==> config.mk <==
export PLATFORM = sky130hd
export DESIGN_NAME = prime_bucket_size_top
export DESIGN_NICKNAME = d
export VERILOG_FILES = /design/src/pbs_pkg.sv /design/src/pbs_rem.sv /design/src/prime_bucket_size_top.sv
export VERILOG_INCLUDE_DIRS = /design/src /design/src/src
export SDC_FILE = /design/constraint.sdc
export NUM_CORES = 1
export LEC_CHECK = 0
export BUFFER_PORTS_ARGS = -buffer_cell sky130_fd_sc_hd__buf_2
export CAP_MARGIN = 20
export CORE_MARGIN = 2
export CORE_UTILIZATION = 55
export DETAILED_ROUTE_END_ITERATION = 8
export PLACE_DENSITY_LB_ADDON = 0.12
export SYNTH_ARGS = -nofsm -noshare
export SYNTH_HDL_FRONTEND = slang
export SYNTH_HIERARCHICAL = 1
export SYNTH_SLANG_ARGS = --single-unit
==> constraint.sdc <==
create_clock -name clk -period 9.87 [get_ports clk]
set_input_delay 0.987 -clock clk [delete_from_list [all_inputs] [get_ports clk]]
set_output_delay 0.987 -clock clk [all_outputs]
set_load 0.05 [all_outputs]
==> src/assert_macros.svh <==
// Assertion macros shared by the RTL.
`ifndef ASSERT_MACROS_SVH
`define ASSERT_MACROS_SVH

// Property must hold at every clock edge outside reset.
`define ASSERT_ALWAYS(label, clk, rst_n, prop, msg) \
	label: assert property (@(posedge clk) disable iff (!(rst_n)) (prop)) \
		else $error(msg);

// Consequent must follow antecedent.
`define ASSERT_IMPLIES(label, clk, rst_n, ante, cons, msg) \
	label: assert property (@(posedge clk) disable iff (!(rst_n)) (ante) |-> (cons)) \
		else $error(msg);

// Consequent must hold in the cycle after the antecedent.
`define ASSERT_NEXT(label, clk, rst_n, ante, cons, msg) \
	label: assert property (@(posedge clk) disable iff (!(rst_n)) (ante) |=> (cons)) \
		else $error(msg);

`endif

==> src/pbs_pkg.sv <==
// Types and constants for the prime bucket sizing block.
package pbs_pkg;

	localparam int WORD_W = 32;
	localparam int DIV_W = 17;
	localparam int SQ_W = 33;
	localparam int CNT_W = $clog2(WORD_W);
	localparam logic [WORD_W-1:0] SMALL_LIMIT = 32'd100;

	typedef enum logic [2:0] {
		ST_IDLE,
		ST_TEST,
		ST_CHECK,
		ST_DIV,
		ST_DECIDE,
		ST_OUT
	} state_t;

	typedef struct packed {
		logic              start;
		logic [WORD_W-1:0] dividend;
		logic [DIV_W-1:0]  divisor;
	} div_req_t;

	typedef struct packed {
		logic done;
		logic rem_zero;
	} div_rsp_t;

endpackage

==> src/pbs_rem.sv <==
// Bit-serial remainder unit: one dividend bit per cycle.
module pbs_rem (
	input  logic              clk,
	input  logic              arst_n,
	input  pbs_pkg::div_req_t req,
	output pbs_pkg::div_rsp_t rsp
);
	import pbs_pkg::*;

	logic              busy_q;
	logic              done_q;
	logic [CNT_W-1:0]  cnt_q;
	logic [DIV_W-1:0]  rem_q;
	logic [WORD_W-1:0] sh_q;
	logic [DIV_W:0]    trial;
	logic [DIV_W:0]    diff;
	logic              fits;
	logic [DIV_W-1:0]  rem_d;

	always_comb begin
		trial = {rem_q, sh_q[WORD_W-1]};
		diff = trial - {1'b0, req.divisor};
		fits = (trial >= {1'b0, req.divisor});
		rem_d = fits ? diff[DIV_W-1:0] : trial[DIV_W-1:0];
	end

	always_ff @(posedge clk or negedge arst_n) begin
		if (!arst_n) begin
			busy_q <= 1'b0;
			done_q <= 1'b0;
			cnt_q <= '0;
		end else begin
			done_q <= 1'b0;
			if (req.start) begin
				busy_q <= 1'b1;
				cnt_q <= '0;
			end else if (busy_q) begin
				cnt_q <= cnt_q + CNT_W'(1);
				if (cnt_q == CNT_W'(WORD_W - 1)) begin
					busy_q <= 1'b0;
					done_q <= 1'b1;
				end
			end
		end
	end

	always_ff @(posedge clk) begin
		if (req.start) begin
			rem_q <= '0;
			sh_q <= req.dividend;
		end else if (busy_q) begin
			rem_q <= rem_d;
			sh_q <= {sh_q[WORD_W-2:0], 1'b0};
		end
	end

	assign rsp.done = done_q;
	assign rsp.rem_zero = (rem_q == '0);

endmodule

==> src/prime_bucket_size_top.sv <==
// Bucket sizing: next prime at or above the request, by trial division; a request
// up to SMALL_LIMIT passes unchanged (0 gives 1). Each candidate passes test and
// decide states; each odd trial divisor adds a bound check and a bit-serial remainder.
// An output state ends the item. One item at a time, in_ready only when idle.
// A finished result waits in the output register while the next item is taken.
// Reset clears the sequencer and the output valid; no other state survives an item.
`include "assert_macros.svh"

module prime_bucket_size_top #(
	parameter int WIDTH = 32
) (
	input  logic                      clk,
	input  logic                      arst_n,
	input  logic                      in_valid,
	output logic                      in_ready,
	input  logic [pbs_pkg::WORD_W-1:0] request_size,
	output logic                      out_valid,
	input  logic                      out_ready,
	output logic [pbs_pkg::WORD_W-1:0] bucket_size,
	output logic                      request_is_prime,
	output logic                      no_prime_found
);
	import pbs_pkg::*;

	localparam logic [WORD_W-1:0] TOP = (WIDTH >= WORD_W) ? {WORD_W{1'b1}} :
		WORD_W'((64'd1 << WIDTH) - 64'd1);

	state_t state_q, state_d;

	logic [WORD_W-1:0] req_q;
	logic [WORD_W-1:0] cand_q;
	logic [DIV_W-1:0]  d_q;
	logic [SQ_W-1:0]   sq_q;
	logic              res_q;
	logic              first_q;
	logic              req_prime_q;
	logic [WORD_W-1:0] bucket_q;
	logic              none_q;
	logic              out_valid_q;
	logic [WORD_W-1:0] bucket_out_q;
	logic              prime_out_q;
	logic              none_out_q;

	div_req_t div_req;
	div_rsp_t div_rsp;

	logic in_accept;
	logic out_load;
	logic sq_over;
	logic test_done;
	logic test_res;
	logic dec_out;
	logic [WORD_W-1:0] dec_bucket;
	logic              dec_none;
	logic              cur_res;

	pbs_rem u_rem (
		.clk    (clk),
		.arst_n (arst_n),
		.req    (div_req),
		.rsp    (div_rsp)
	);

	// Small-case screening of a candidate.
	always_comb begin
		test_done = 1'b1;
		test_res = 1'b0;
		priority if (cand_q < WORD_W'(2)) begin
			test_res = 1'b0;
		end else if (cand_q == WORD_W'(2)) begin
			test_res = 1'b1;
		end else if (!cand_q[0]) begin
			test_res = 1'b0;
		end else begin
			test_done = 1'b0;
		end
	end

	assign sq_over = (sq_q > {1'b0, cand_q});
	assign cur_res = res_q;

	// Decision after a candidate's verdict.
	always_comb begin
		dec_out = 1'b1;
		dec_bucket = req_q;
		dec_none = 1'b0;
		if (first_q) begin
			priority if (req_q <= SMALL_LIMIT) begin
				dec_bucket = (req_q == '0) ? WORD_W'(1) : req_q;
			end else if (cur_res && req_q <= TOP) begin
				dec_bucket = req_q;
			end else if (req_q >= TOP) begin
				dec_none = 1'b1;
			end else begin
				dec_out = 1'b0;
			end
		end else begin
			priority if (cur_res) begin
				dec_bucket = cand_q;
			end else if (cand_q == TOP) begin
				dec_none = 1'b1;
			end else begin
				dec_out = 1'b0;
			end
		end
	end

	always_comb begin
		state_d = state_q;
		unique case (state_q)
			ST_IDLE: begin
				if (in_valid) begin
					state_d = ST_TEST;
				end
			end
			ST_TEST: begin
				state_d = test_done ? ST_DECIDE : ST_CHECK;
			end
			ST_CHECK: begin
				state_d = sq_over ? ST_DECIDE : ST_DIV;
			end
			ST_DIV: begin
				if (div_rsp.done) begin
					state_d = div_rsp.rem_zero ? ST_DECIDE : ST_CHECK;
				end
			end
			ST_DECIDE: begin
				state_d = dec_out ? ST_OUT : ST_TEST;
			end
			ST_OUT: begin
				if (!out_valid_q || out_ready) begin
					state_d = ST_IDLE;
				end
			end
			default: begin
				state_d = ST_IDLE;
			end
		endcase
	end

	always_comb begin
		in_ready = (state_q == ST_IDLE);
		div_req.start = (state_q == ST_CHECK) && !sq_over;
		div_req.dividend = cand_q;
		div_req.divisor = d_q;
		out_load = (state_q == ST_OUT) && (!out_valid_q || out_ready);
	end

	assign in_accept = in_valid && in_ready;

	always_ff @(posedge clk or negedge arst_n) begin
		if (!arst_n) begin
			state_q <= ST_IDLE;
			out_valid_q <= 1'b0;
		end else begin
			state_q <= state_d;
			if (out_load) begin
				out_valid_q <= 1'b1;
			end else if (out_ready) begin
				out_valid_q <= 1'b0;
			end
		end
	end

	always_ff @(posedge clk) begin
		if (in_accept) begin
			req_q <= request_size;
			cand_q <= request_size;
			first_q <= 1'b1;
		end
		if (state_q == ST_TEST) begin
			res_q <= test_res;
			d_q <= DIV_W'(3);
			sq_q <= SQ_W'(9);
		end
		if (state_q == ST_CHECK && sq_over) begin
			res_q <= 1'b1;
		end
		if (state_q == ST_DIV && div_rsp.done) begin
			res_q <= 1'b0;
			d_q <= d_q + DIV_W'(2);
			sq_q <= sq_q + {{(SQ_W - DIV_W - 2){1'b0}}, d_q, 2'b00} + SQ_W'(4);
		end
		if (state_q == ST_DECIDE) begin
			if (first_q) begin
				req_prime_q <= cur_res;
			end
			bucket_q <= dec_bucket;
			none_q <= dec_none;
			if (!dec_out) begin
				cand_q <= first_q ? req_q + WORD_W'(1) : cand_q + WORD_W'(1);
				first_q <= 1'b0;
			end
		end
		if (out_load) begin
			bucket_out_q <= bucket_q;
			prime_out_q <= req_prime_q;
			none_out_q <= none_q;
		end
	end

	assign out_valid = out_valid_q;
	assign bucket_size = bucket_out_q;
	assign request_is_prime = prime_out_q;
	assign no_prime_found = none_out_q;

	`ASSERT_IMPLIES(a_bucket_nonzero, clk, arst_n, out_valid, bucket_size != '0, "zero bucket size")
	`ASSERT_IMPLIES(a_done_in_div, clk, arst_n, div_rsp.done, state_q == ST_DIV, "remainder done outside divide")
	`ASSERT_NEXT(a_busy_after_accept, clk, arst_n, in_accept, !in_ready, "ready right after accept")

endmodule
== Word-level counts from Yosys, hierarchy flattened ==
Cells that the tools add are included.

* Register bits: 244
* Bits of input ports: 36
* Output and inout port bits: 36
* Word-level logic and storage cells: 114

* $add $sub $neg: 7
* $lt $le $gt $ge: 6
* Equal/unequal tests: 11
* Multiplexer cells: 53
* Reductions and logical operators: 18

{| class="wikitable"
|+ Operators by type and width
! cell !! count
|-
| 2-to-1 mux 32 bit || 10
|-
| 2-to-1 mux 33 bit || 2
|-
| adder 32 x 1 -> 32 bit (second input constant) || 2
|-
| 2-to-1 mux 17 bit || 3
|-
| adder 33 x 19 -> 33 bit || 1
|-
| adder 33 x 3 -> 33 bit (second input constant) || 1
|-
| > comparator 33 x 32 -> 1 bit || 1
|-
| equality test 32 x 2 -> 1 bit (second input constant) || 1
|-
| equality test 32 bit (second input constant) || 1
|-
| >= comparator 32 bit (second input constant) || 1
|-
| less-or-equal comparator 32 bit (second input constant) || 1
|-
| less-or-equal comparator 32 x 7 -> 1 bit (second input constant) || 1
|-
| zero test 32 bit || 1
|-
| less-than comparator 32 x 2 -> 1 bit (second input constant) || 1
|-
| 2-to-1 mux 1 bit || 28
|-
| 2-to-1 mux 3 bit || 7
|-
| >= comparator 18 x 17 -> 1 bit || 1
|-
| one-hot mux 3 bit (6 select lines) || 1
|-
| adder 17 x 2 -> 17 bit (second input constant) || 1
|-
| zero test 17 bit || 1
|-
| subtractor 17 bit || 1
|-
| 2-to-1 mux 5 bit || 2
|-
| nonzero test 2 bit || 4
|-
| equality test 3 x 2 -> 1 bit (second input constant) || 2
|-
| other kinds (12) || 20
|}

== Logic depth before layout (Yosys ltp) ==
Gate-level depths: netlist of run 1.

* Word-level depth: 7
* Depth in mapped cells: 16
* Mapped depth without buffers: 14

== Hierarchy ==
The synthesis of run 1 kept the hierarchy.

{| class="wikitable"
|+ Modules (own cells, without submodules)
! module !! instances !! cells each !! area an instance (sq um) !! seq. area each (sq um)
|-
| prime_bucket_size_top || 1 || 960 || 10,119.7 || 5,165.0
|-
| pbs_rem || 1 || 326 || 3,423.3 || 1,476.4
|}

== Least setup slack after synthesis of run 1 ==
Ideal clock, no wire load.

* Path type: register -> register
* From: register state_q[0]
* To: register req_q[0] (enable)
* Setup time: 0.409 ns
* Arrival: 3.321 ns
* Required time: 9.461 ns
* Setup slack: 6.140 ns
* Cell stages (with the launch flop): 6
* Buffers on the path: 3
* Period minus slack after synthesis: 3.730 ns
* Cell sequence: dfrtp_1 clkbuf_1 nor3_1 and2_1 clkbuf_1 clkbuf_1

* Longest elaborated chain between the ends: 2

{| class="wikitable"
|+ RTL lines
! item !! RTL line !! RTL
|-
| start, declared || prime_bucket_size_top.sv:28 || <nowiki>state_t state_q, state_d;</nowiki>
|-
| start signal, assigned || prime_bucket_size_top.sv:156 || <nowiki>state_q <= state_d;</nowiki>
|-
| zero test 3 bit || prime_bucket_size_top.sv:142 || <nowiki>in_ready = (state_q == ST_IDLE);</nowiki>
|-
| net in_ready || prime_bucket_size_top.sv:15 || <nowiki>output logic in_ready,</nowiki>
|-
| logical AND 1 bit || prime_bucket_size_top.sv:149 || <nowiki>assign in_accept = in_valid && in_ready;</nowiki>
|-
| net in_accept || prime_bucket_size_top.sv:47 || <nowiki>logic in_accept;</nowiki>
|-
| end signal, assigned || prime_bucket_size_top.sv:167 || <nowiki>req_q <= request_size;</nowiki>
|-
| end, declared || prime_bucket_size_top.sv:30 || <nowiki>logic [WORD_W-1:0] req_q;</nowiki>
|}

The timed path passes the listed nets, and every way through them passes these cells.
A chain may end at the register's enable or synchronous reset.

==> reports/summary.md, run 1 <==
Together, buffers and inverters on the worst path number 3. The critical path goes through inv_1, ha_1, nand3_1, or3_1, nor2_1, nand2_1, or3_1, o21ai_1, nand3_1, inv_2, buf_4, nor2_1, and3_2, a311o_1. The number of gates resized after CTS was 0.

The number of global-route vias before repair is 9514, and the flop and latch count out of synthesis is 240. The share of final-layout standard cells stronger than drive strength 1 is 0.141, and the total track usage is 0.248. Synthesis produced 1286 cells. The die is 161 microns tall. A synthesized cell averages 10.5 sq um.

In this run the tool buffered the top-level ports with 71 buffer cells. The run gives 6.21 nW as the leakage power summed over all cells. The run gives 0.272 as the relative slew slack. The first TritonRoute pass finished after 5 iterations. The worst setup path is captured at a flop.

The tools report the relative contribution of sequential cells to total power as 0.504. In this run the worst path has a maximum fanout of 51. Adding up every negative setup slack in the final design gives 0 ps. The number of flops mapped to enable cells by yosys was 178. The tool flagged a number of max-cap violations equal to 0. The count of nets left with antenna violations once routing finished came out at 0. The tightest min-delay check is of the primary input to async pin type. The areal power density over the cells came out at 141 mW/mm^2.

The fraction of power consumed by the clock network came out at 0.491. Total number of clock tree sinks: 240. The largest clock skew in the final design is 15.8 ps, and the overall die width is 161 microns.

The net count of the finished layout came out at 1460. The logs give 0.005 for the combinational fraction of design power and 260 MHz for the peak clock frequency supported by timing. The number of unique standard cell types used by synthesis is 81, and the number of DRC violations after detailed-routing iteration 0 is 679.

The most common library cell in the layout ignoring fill and taps is edfxtp_1. Among all flip-flop cells after synthesis, the most frequent one is edfxtp_1. The arrival time at the worst endpoint was 4280 ps; the endpoint required time on the critical path was 10300 ps. Cell with the largest stage delay on the worst path: buf_4. The logs give 0 for the count of inserted antenna diode cells and 0 for the number of buffers added for setup after CTS. In this run the clock root is driven by a clkbuf_16.

The Yosys step of the flow raised 6 warnings. The analysis attributes to net switching a power of 0.410 mW. Starting utilization of the core area: 0.559. After detailed routing, the number of remaining DRC violations is 0.

In this run, placement finished with an instance count of 1634. TritonCTS built the clock tree. The area share of the largest cell type after synthesis is 0.395. Synthesis produced a netlist with a net count of 1406.

The clock transition at the register clock pins on the worst setup and hold paths after CTS was 60 ps. The flow ran to the end, and the final reports show no timing, DRC or antenna violations. Ranked by total cell area, the synthesized netlist is headed by edfxtp_1 (39%), ha_1 (7.6%), dfxtp_1 (7.5%).

The wire length of the first global-routing pass came out at 51300 microns. edfxtp_1 takes more of the synthesized area than any other cell. The part of the cycle the worst path needs is 0.390, and the final worst hold slack is 318 ps. Setup repair after global routing left no endpoint under its margin. The number of vias per cell after detailed routing works out to 5.91.

The number of max-slew violations in the final report was 0; the switching portion of total power was 0.192. The floorplan step defined a core boundary enclosing 0.0242 sq mm. Routability-driven placement finished with a final weighted congestion of 0.900. Number of antenna violations at the first check in global routing: 0. At the later pin of the worst-skew pair, clock insertion delay measures 540 ps.

Summing over every cut layer, the via total after detailed routing is 9955. Summed over all nets, the half-perimeter wirelength after detailed placement is 23400 microns. Pin placement for this block handled 72 I/O pins. The run gives 0 as the hold violation total from the final report.

The completed layout was analyzed and its total power is 2.13 mW. The number of cells in the finished layout apart from fillers was 1685; the global route total overflow was 0. The delay contributed by the slowest stage of the critical path came out at 530 ps. Number of placement rows: 57.

The gate family responsible for the most delay along the worst path is simple AND/OR/NAND/NOR gates. The launching element type of the critical path is a flop. The worst-case IR drop observed on VDD is 0.000116 V. Leaving out fill and tap cells, the most frequent cells in the layout are edfxtp_1 (178), nor2_1 (121), nand2_1 (98), ha_1 (82), a21oi_1 (75).

After clock tree synthesis, the flow added hold-fix buffers numbering 0. The maximum level of the CTS H-tree is 1. The logs give 96 for the maximum number of pins on one net before global-route repair and 0.490 for the fraction of the yosys area taken by sequential cells.

The async set-or-reset flop fraction in the synthesized netlist came out at 0.0458. The sum of routed wire length over all layers came out at 32400 microns. The worst setup path is of the flop to flop kind. The average wire per standard cell is 19.2 microns. Internal power comes to 1.72 mW. The number of setup violations in the final report came out at 0. The run gives 3 as the worst-case clock buffer depth. The share of the core filled with cells in the final layout is 0.622, and the number of clock buffers inserted by TritonCTS is 27. The minimum period implied by the final worst setup slack was 3850 ps; the measured slew at the worst slew-check pin was 1090 ps. The area growth from synthesis to layout was 11.4%; the post-synth design cell area was 0.0135 sq mm. The floorplan step defined a die boundary enclosing 0.0259 sq mm.
-- worst reg2reg max path, stage by stage (launching register included) --
cell,delay [ps]
dfxtp_1,450
inv_1,120
ha_1,310
nand3_1,90
or3_1,370
nor2_1,150
nand2_1,120
or3_1,380
o21ai_1,200
nand3_1,210
inv_2,100
buf_4,530
nor2_1,190
and3_2,220
a311o_1,310
-- logic make-up after synthesis --
kind of cell	count (synthesis)	synth area share
DFF	240	0.490
and+or+nand+nor	427	0.159
xor gates and xnor gates	75	0.0485
other	1	0.000277
buffers and inverters	116	0.0359
adders and majority gates	84	0.0787
muxes	75	0.0587
AOI/OAI and AO/OA	268	0.129
-- area by class of cell --
type	count	area, sq um
Clock buffer	35	716
Clock inverter	15	210
Fill cell	2003	9160
Inverter	59	221
Multi-Input combinational cell	930	6450
Sequential cell	240	6640
Tap cell	324	405
Timing Repair Buffer	82	450
-- sequential cells by signal, summed over array words and instances, names as in the netlist --
name / flops
bucket_q: 32
bucket_size: 32
cand_q: 32
req_q: 32
u_rem/sh_q: 32
sq_q: 30
u_rem/rem_q: 17
d_q: 16
u_rem/cnt_q: 5
state_q: 3
cur_res: 1
first_q: 1
no_prime_found: 1
none_q: 1
out_valid: 1
req_prime_q: 1
request_is_prime: 1
u_rem/busy_q: 1
u_rem/done_q: 1
-- power groups by stage --
stage | registers, mW | logic, mW | clock network [mW]
5_1_grt | 1.07 | 0.0125 | 1.10
3_5_place_dp | 1.09 | 0.0114 | 0
2_1_floorplan | 1.09 | 0.000349 | 0
4_1_cts | 1.07 | 0.0115 | 1.06
3_3_place_gp | 1.09 | 0.0113 | 0
6_report | 1.07 | 0.0113 | 1.05
-- cells in the mapped netlist, types with 6 or more instances --
cell / count
a31oi_1: 11
and3_1: 14
and2_1: 10
a21o_1: 19
nand3_1: 39
nor2b_1: 11
clkbuf_1: 38
nor3_1: 17
nand2_1: 98
o31ai_1: 7
buf_1: 6
nor4_1: 22
dfxtp_1: 51
or3_1: 7
xor2_1: 50
and4_1: 6
o21ai_1: 12
a21oi_1: 76
mux2_2: 35
ha_1: 82
nand2b_1: 10
edfxtp_1: 178
a211oi_1: 38
o21ai_0: 50
inv_1: 58
xnor2_1: 25
buf_2: 8
nor2_1: 123
nand4_1: 33
dfrtp_1: 11
mux2i_1: 40
-- routing by layer --
layer  global-route usage  part of all wire  vias to the layer above
li1                     -                 -                     4888
met1                0.344              0.45                     4769
met2                0.416              0.48                      247
met3               0.0284             0.052                       51
met4               0.0670             0.025                        0
met5                    0                 0                        -
-- through the flow --
step	cell area, sq um	setup WS, ps
finish	15100	6020
global route	15100	5770
CTS	15100	5980
detailed placement	14100	5990
global placement	14100	6100
floorplan	13500	6140
-- final timing paths --
| path | startpoint | to | slack (ps) | cells after the start |
|---|---|---|---|---|
| max | cand_q[28] | u_rem/rem_q[2] | 6020 | 14 |
| min | arst_n | state_q[2] | 320 | 1 |
| max reg2reg | cand_q[28] | u_rem/rem_q[2] | 6020 | 14 |
| min reg2reg | bucket_q[23] | bucket_size[23] | 420 | 0 |
| max in group asynchronous | arst_n | state_q[0] | 9340 | 1 |
| min in group clk | bucket_q[23] | bucket_size[23] | 420 | 0 |
Power figures use the tool's default switching activity.
==> run 2: changes to the inputs <==
Settings changed: ABC_AREA set to 1.
Clock period 9.87 ns to 3.18 ns, I/O delays scaled along.
==> reports/summary.md, run 2 <==
Remaining design rule violation count: 0 (unchanged). Cell with the largest stage delay on the worst path: nor4_1. The areal power density over the cells came out at 1030 mW/mm^2 (+630%).

The tools report the number of unique standard cell types used by synthesis as 45 (-44%). Maximum number of pins on one net before global-route repair: 39 (-59%). The number of global-route vias before repair was 12400 (+31%); the leakage power summed over all cells was 7.57 nW (+22%). The critical path goes through ha_1, nand2_1, nor2_1, nand3_1, nor4_1, nand3_1, nand2_1, nand2_1, inv_1, nor2_1, inv_1, buf_12. Dominant combinational cell family by area after synthesis: simple AND/OR/NAND/NOR gates.

The number of I/O port buffers is 71 (unchanged), and the starting utilization of the core area is 0.563 (+0.00425). The logs give 17.4 mW (+720%) for the power after layout and 58.3 ps (-260 ps) for the final worst hold slack. Net count of the finished layout: 2147 (+47%). Most common library cell in the layout ignoring fill and taps: nand2_1.

The post-synthesis share of cell area spent on full adders, half adders and majority gates is 0.0723 (-0.00643). The half-perimeter wire length after placement was 31300 microns (+34%). The tools report the largest clock skew in the final design as 12.7 ps (-3.07 ps).

The sum of routed wire length over all layers was 41000 microns (+27%); the total of fill cells in the finished design was 2288 (+14%). The root buffer cell is clkbuf_16. The cell area reported after detailed placement came out at 0.0157 sq mm (+11%).

Part of the cycle the worst path needs: 0.913 (+0.523). Counting instances in the post-synthesis netlist gives the leading cell types as nand2_1 (584), inv_1 (218), nor2_1 (188), edfxtp_1 (178), o21ai_0 (146). Post-placement cell count: 2300 (+41%). The library cells used most frequently in the layout, excluding fill and tap cells, are nand2_1 (583), inv_1 (218), nor2_1 (185), edfxtp_1 (178), o21ai_0 (146). Total internal power: 9.46 mW (+450%).

The number of placement rows is 59 (+3.5%), and the global route total overflow is 0 (unchanged). Setup repair after global routing left no endpoint under its margin. The minimum period implied by the final worst setup slack was 2900 ps (-945 ps). The cell family contributing the most delay on the critical path is simple AND/OR/NAND/NOR gates. The simple-gate share of the synthesized area was 0.282 (+0.123).

The insertion delay of the later-clocked pin in the worst-skew pair is 550 ps (about the same), and the net count after synthesis is 2019 (+44%). The endpoint required time on the critical path is 3420 ps (-6880 ps), and the arrival time at the worst endpoint is 3140 ps (-1140 ps). The tools report the gate count of the mapped netlist as 1899 (+48%). The critical path's most frequent cell was nand2_1. The count of buffer and inverter cells on the critical path works out to 3 (unchanged). The measured slew at the worst slew-check pin was 996 ps (-97.1 ps). In the synthesized netlist the dominant register cell turns out to be edfxtp_1. The run gives 0.0281 sq mm (+8.7%) as the die area. The number of max-cap violations was 0 (unchanged). The async set-or-reset flop fraction in the synthesized netlist is 0.0458 (unchanged), and the total track usage is 0.293 (+0.0448). The number of synthesis warnings was 6 (unchanged). The flow ran to the end, and the final reports show no timing, DRC or antenna violations. The tools report the launching element type of the critical path as a flop. Number of vias per cell after detailed routing: 5.53 (-6.4%).

The wire length of the first global-routing pass came out at 65200 microns (+27%). The path class of the tightest hold or removal check is primary input to flop. The peak clock frequency supported by timing is 345 MHz (+33%). Number of DRC violations after detailed-routing iteration 0: 1206 (+78%).

The relative contribution of sequential cells to total power is 0.322 (-0.182). The combinational fraction of design power is 0.497 (+0.492). The relative slew slack was 0.335 (+0.0632). The xor and xnor area share after synthesis is 0.0220 (-0.0265). The post-synthesis average cell area is 7.77 sq um (-26%). The tools report the count of inserted antenna diode cells as 0 (unchanged).

The run gives 0.181 (-0.310) as the fraction of power consumed by the clock network. The area share of the largest cell type after synthesis is 0.362 (-0.0322), and the number of max-slew violations in the final report is 0 (unchanged). The clock transition at the register clock pins on the worst setup and hold paths after CTS was 60 ps (about the same); the post-route antenna net violation count was 0 (unchanged). The delay contributed by the slowest stage of the critical path was 480 ps (-50 ps).

The post-layout instance area was 0.0169 sq mm (+12%); the largest fanout on the critical path was 38 (-25%). The tools report the setup total negative slack as 0 ps (unchanged). The run gives 0 (unchanged) as the hold violation total from the final report. TritonCTS built the clock tree. The via count was 13200 (+32%); the number of flops mapped to enable cells by yosys was 178 (unchanged). The total number of clock tree sinks is 240 (unchanged).

The share of final-layout standard cells stronger than drive strength 1 is 0.0986 (-0.0424). The die extent in y is 168 microns (+4.2%). The worst setup path is captured at a flop. The number of top-level pins was 72 (unchanged). The number of setup violations in the final report was 0 (unchanged); the number of clock buffers inserted by TritonCTS was 27 (unchanged). The area of the core is 0.0262 sq mm (+8.1%), and the post-synthesis compound-gate area fraction is 0.101 (-0.0281). The net switching component of the power was 7.89 mW (+1800%). Switching portion of total power: 0.455 (+0.262). The flop and latch count out of synthesis is 240 (unchanged), and the area growth from synthesis to layout is 14.5%. The post-synth design cell area is 0.0147 sq mm (+8.9%). The detailed-routing iteration count for the pre-antenna-repair pass was 6 (+1); the maximum level of the CTS H-tree was 1 (unchanged). The tools report the number of antenna violations at the first check in global routing as 0 (unchanged). The run gives 0 (unchanged) as the number of buffers added for setup after CTS. The fraction of the yosys area taken by sequential cells was 0.450 (-0.0401).

The library cell with the largest summed area after synthesis is edfxtp_1. The worst-case clock buffer depth came out at 3 (unchanged). The start-to-end type of the worst setup path is flop to flop. The fraction of synthesized area in multiplexers is 0 (-0.0587), and the final weighted congestion in routability-driven placement is 0.970 (+7.8%). The average wire per standard cell works out to 17.2 microns (-10%). Sorting the synthesized cells by area gives the leading types as edfxtp_1 (36%), nand2_1 (15%), ha_1 (7.0%). The maximum vdd drop is 0.000684 V (+490%). The leading cell type by number of instances after synthesis was nand2_1. Overall die width: 168 microns (+4.2%).

The number of cells in the finished layout apart from fillers came out at 2383 (+41%).
==> run 2: kinds of logic after synthesis <==
kind of cell / after synthesis
other: 1
buffers and inverters: 267
flip-flops: 240
XOR/XNOR: 37
adder cells (fa/ha/maj): 84
AO/OA/AOI/OAI: 279
AND/OR/NAND/NOR: 991
==> run 2: final timing paths <==
check	cells after the start	to	slack, ps	start
worst max-delay path	12	u_rem/sh_q[22]	280	sq_q[22]
worst min-delay path	4	out_valid	60	out_ready
worst min register to register	0	bucket_size[22]	420	bucket_q[22]
min in group asynchronous	2	out_valid	170	arst_n
worst max register to register	12	u_rem/sh_q[22]	280	sq_q[22]
max in group asynchronous	2	u_rem/busy_q	2800	arst_n
==> run 2: layout make-up <==
class / count / area [sq um] / area share
Clock inverter: 8 / 116 / 0.00689
Multi-Input combinational cell: 1392 / 7060 / 0.418
Timing Repair Buffer: 146 / 1040 / 0.0615
Inverter: 220 / 826 / 0.0489
Sequential cell: 240 / 6640 / 0.393
Tap cell: 335 / 419 / 0.0248
Clock buffer: 42 / 782 / 0.0463
==> run 2: power groups by stage <==
stage                     registers [mW]  clock network, mW  logic (mW)
after floorplan                     5.55                  0        6.05
after global placement              5.59                  0        8.35
after detailed placement            5.62                  0        8.47
after CTS                           5.57               3.20        8.54
after global routing                5.70               3.32        9.78
final                               5.58               3.15        8.62
==> run 2: tightest hold or removal path, cell delays in order <==
cell and delay [ps]:
buf_2 70, nor2_1 60, inv_1 70, nand2_1 50
==> run 2: repair_timing <==
action | 4_1_cts | 5_1_grt
hold buffers | 33 | 0
gates resized for setup | 0 | 1
endpoints found under the hold margin | 43 | 0
endpoints found under the setup margin | 0 | 19
==> run 2: per-stage QoR <==
step	worst slack, ps	util
floorplan	135	-
global placement	219	0.597
detailed placement	167	0.597
CTS	148	0.644
global route	7.22	0.644
finish	278	0.644
==> run 2: per-layer routing <==
metal | up-vias | wire length, microns | GRT usage
met3 | 81 | 2800 | 0.0409
met2 | 469 | 18900 | 0.487
met1 | 6089 | 17800 | 0.392
met5 | - | 0 | 0
met4 | 0 | 1470 | 0.105
li1 | 6540 | - | -
==> run 3: changes to the inputs <==
==> constraint.sdc (replaced) <==
create_clock -name clk -period 3.18 [get_ports clk]
set_input_delay 0 -clock clk [delete_from_list [all_inputs] [get_ports clk]]
set_output_delay 0 -clock clk [all_outputs]
set_load 0.05 [all_outputs]
==> reports/summary.md, run 3 (synthesis results as in run 2) <==
The flow ran to the end, and the final reports show no timing, DRC or antenna violations. The worst hold path class was primary input to flop. The tools report the arrival time at the worst endpoint as 3140 ps (about the same). Most common library cell in the layout ignoring fill and taps: nand2_1.

The reg-to-reg critical path endpoint is u_rem/sh_q[22]. The run gives 41100 microns (about the same) as the sum of routed wire length over all layers. The number of setup violations in the final report is 0 (unchanged), and the wire length of the first global-routing pass is 65300 microns (about the same). The run gives 3 (unchanged) as the worst-case clock buffer depth. The met1 global-route usage was 0.392 (about the same); the pre-CTS worst setup slack was 167 ps (unchanged).

The global route total overflow was 0 (unchanged). The hold violation total from the final report was 0 (unchanged); the share of final-layout standard cells stronger than drive strength 1 was 0.0985 (-0.000144). Count of inserted antenna diode cells: 0 (unchanged). The areal power density over the cells is 1030 mW/mm^2 (-0.19%).

The run gives 7.89 mW (about the same) as the net switching component of the power. Total internal power: 9.46 mW (about the same). STA classifies the critical path startpoint as a flop.

The average wire per standard cell is 17.2 microns (about the same). The slack of the critical path is 280 ps (+2.36 ps), and the measured slew at the worst slew-check pin is 1010 ps (+10.7 ps). The run gives 280 ps (about the same) as the internal reg-to-reg setup slack. The overall die width is 168 microns (unchanged).

The worst setup path is of the flop to flop kind. The die extent in y is 168 microns (unchanged), and the maximum vdd drop is 0.000685 V (about the same). The post-placement cell count was 2300 (unchanged). The number of cells in the finished layout apart from fillers is 2386 (+0.13%), and the maximum number of pins on one net before global-route repair is 39 (unchanged). The relative contribution of sequential cells to total power is 0.322 (about the same).

The number of DRC violations after detailed-routing iteration 0 is 1154 (-4.3%), and the number of I/O port buffers is 71 (unchanged). The minimum period implied by the final worst setup slack works out to 2900 ps (-2.36 ps). The leakage power summed over all cells was 7.59 nW (+0.17%); the largest fanout on the critical path was 38 (unchanged). In this run the worst setup path terminates at u_rem/sh_q[22]. Number of clock buffers inserted by TritonCTS: 27 (unchanged). The root buffer cell was clkbuf_16.

The number of max-cap violations was 0 (unchanged); the insertion delay of the later-clocked pin in the worst-skew pair was 550 ps (about the same). The part of the cycle the worst path needs was 0.912 (about the same). The total number of clock tree sinks was 240 (unchanged).

The worst setup path is captured at a flop. Number of top-level pins: 72 (unchanged). The relative slew slack is 0.328 (-0.00715), and the met3 capacity usage during global routing is 0.0407 (-0.000236).

TritonCTS built the clock tree. The critical path starts at sq_q[22]. The remaining design rule violation count came out at 0 (unchanged). The switching portion of total power was 0.455 (about the same). The largest clock skew in the final design is 13.9 ps (+1.20 ps), and the endpoint required time on the critical path is 3420 ps (about the same). The half-perimeter wire length after placement was 31300 microns (unchanged); the count of cells along the worst register-to-register path was 12 (unchanged). The tools report the final worst hold slack as 171 ps (+113 ps).

The number of vias per cell after detailed routing is 5.53 (about the same). The maximum level of the CTS H-tree is 1 (unchanged), and the area growth from synthesis to layout is 14.7%. The logs give 0.563 (unchanged) for the starting utilization of the core area and 0.0281 sq mm (unchanged) for the die area.

The tools report the setup total negative slack as 0 ps (unchanged). The net count of the finished layout came out at 2150 (+0.14%). Setup repair after global routing left no endpoint under its margin.

For the number of max-slew violations in the final report, the log shows 0 (unchanged). For the number of antenna violations at the first check in global routing, the log shows 0 (unchanged). Fraction of power consumed by the clock network: 0.181 (about the same). In the layout the commonest cells are nand2_1 (583), inv_1 (218), nor2_1 (185), edfxtp_1 (178), o21ai_0 (146). The startpoint identified for the worst register-to-register timing path is sq_q[22]. Area of the core: 0.0262 sq mm (unchanged). The run gives 0.970 (unchanged) as the final weighted congestion in routability-driven placement.

The detailed-routing iteration count for the pre-antenna-repair pass is 5 (-1). Total track usage: 0.293 (about the same). The layer flagged by global routing as most heavily used is met2. The logs give 345 MHz (about the same) for the peak clock frequency supported by timing and 0.497 (about the same) for the combinational fraction of design power. The number of global-route vias before repair is 12500 (+0.16%), and the clock transition at the register clock pins on the worst setup and hold paths after CTS is 60 ps (about the same). The via count is 13200 (+0.20%), and the met2 capacity usage during global routing is 0.488 (about the same). The number of placement rows is 59 (unchanged), and the post-route antenna net violation count is 0 (unchanged).
-- run 3: power by group through the flow --
stage / clock network [mW] / registers (mW) / logic, mW
after floorplan: 0 / 5.55 / 6.05
after global placement: 0 / 5.59 / 8.35
after detailed placement: 0 / 5.62 / 8.47
after CTS: 3.20 / 5.57 / 8.55
after global routing: 3.32 / 5.70 / 9.78
final: 3.15 / 5.59 / 8.62
-- run 3: metal layers --
layer,wire length [microns],part of all wire,vias to the layer above
li1,-,-,6553
met1,18000,0.44,6133
met2,19000,0.46,440
met3,2580,0.063,80
met4,1490,0.036,0
met5,0,0,-
-- run 3: how the worst min path moves through the flow --
stage,start,end,slack [ps],cells past startpoint
finish,request_size[4],req_q[4],170,2
detailed placement,arst_n,out_valid,-110,1
CTS,request_size[2],req_q[2],160,2
floorplan,arst_n,out_valid,-300,0
global route,request_size[6],req_q[6],180,2
global placement,arst_n,out_valid,-120,1
-- run 3: what timing repair did --
| item | in CTS | in global routing |
|---|---|---|
| endpoints found under the hold margin | 79 | 0 |
| setup buffers | 0 | 0 |
| setup endpoints to repair | 0 | 19 |
| resized for setup | 0 | 1 |
| hold buffers | 36 | 0 |
-- run 3: critical path, cell delays in order, from the launching register on --
cell      delay (ps)
edfxtp_1         460
ha_1             330
nand2_1           60
nor2_1           170
nand3_1           90
nor4_1           470
nand3_1          180
nand2_1          120
nand2_1           90
inv_1            190
nor2_1            90
inv_1            100
buf_12           230
-- run 3: per-stage QoR --
stage | total power, mW | area (sq um) | utilization
2_1_floorplan | 11.6 | 14700 | -
3_3_place_gp | 13.9 | 15700 | 0.597
3_5_place_dp | 14.1 | 15700 | 0.597
4_1_cts | 17.3 | 16900 | 0.645
5_1_grt | 18.8 | 16900 | 0.646
6_report | 17.4 | 16900 | 0.646
-- run 3: cell type report --
class | instances | area [sq um]
clock buffer | 42 | 782
clock inverter | 8 | 116
fill | 2286 | 9290
inverter | 220 | 826
multi-input combinational | 1392 | 7060
sequential | 240 | 6640
tap | 335 | 419
timing repair buffer | 149 | 1070
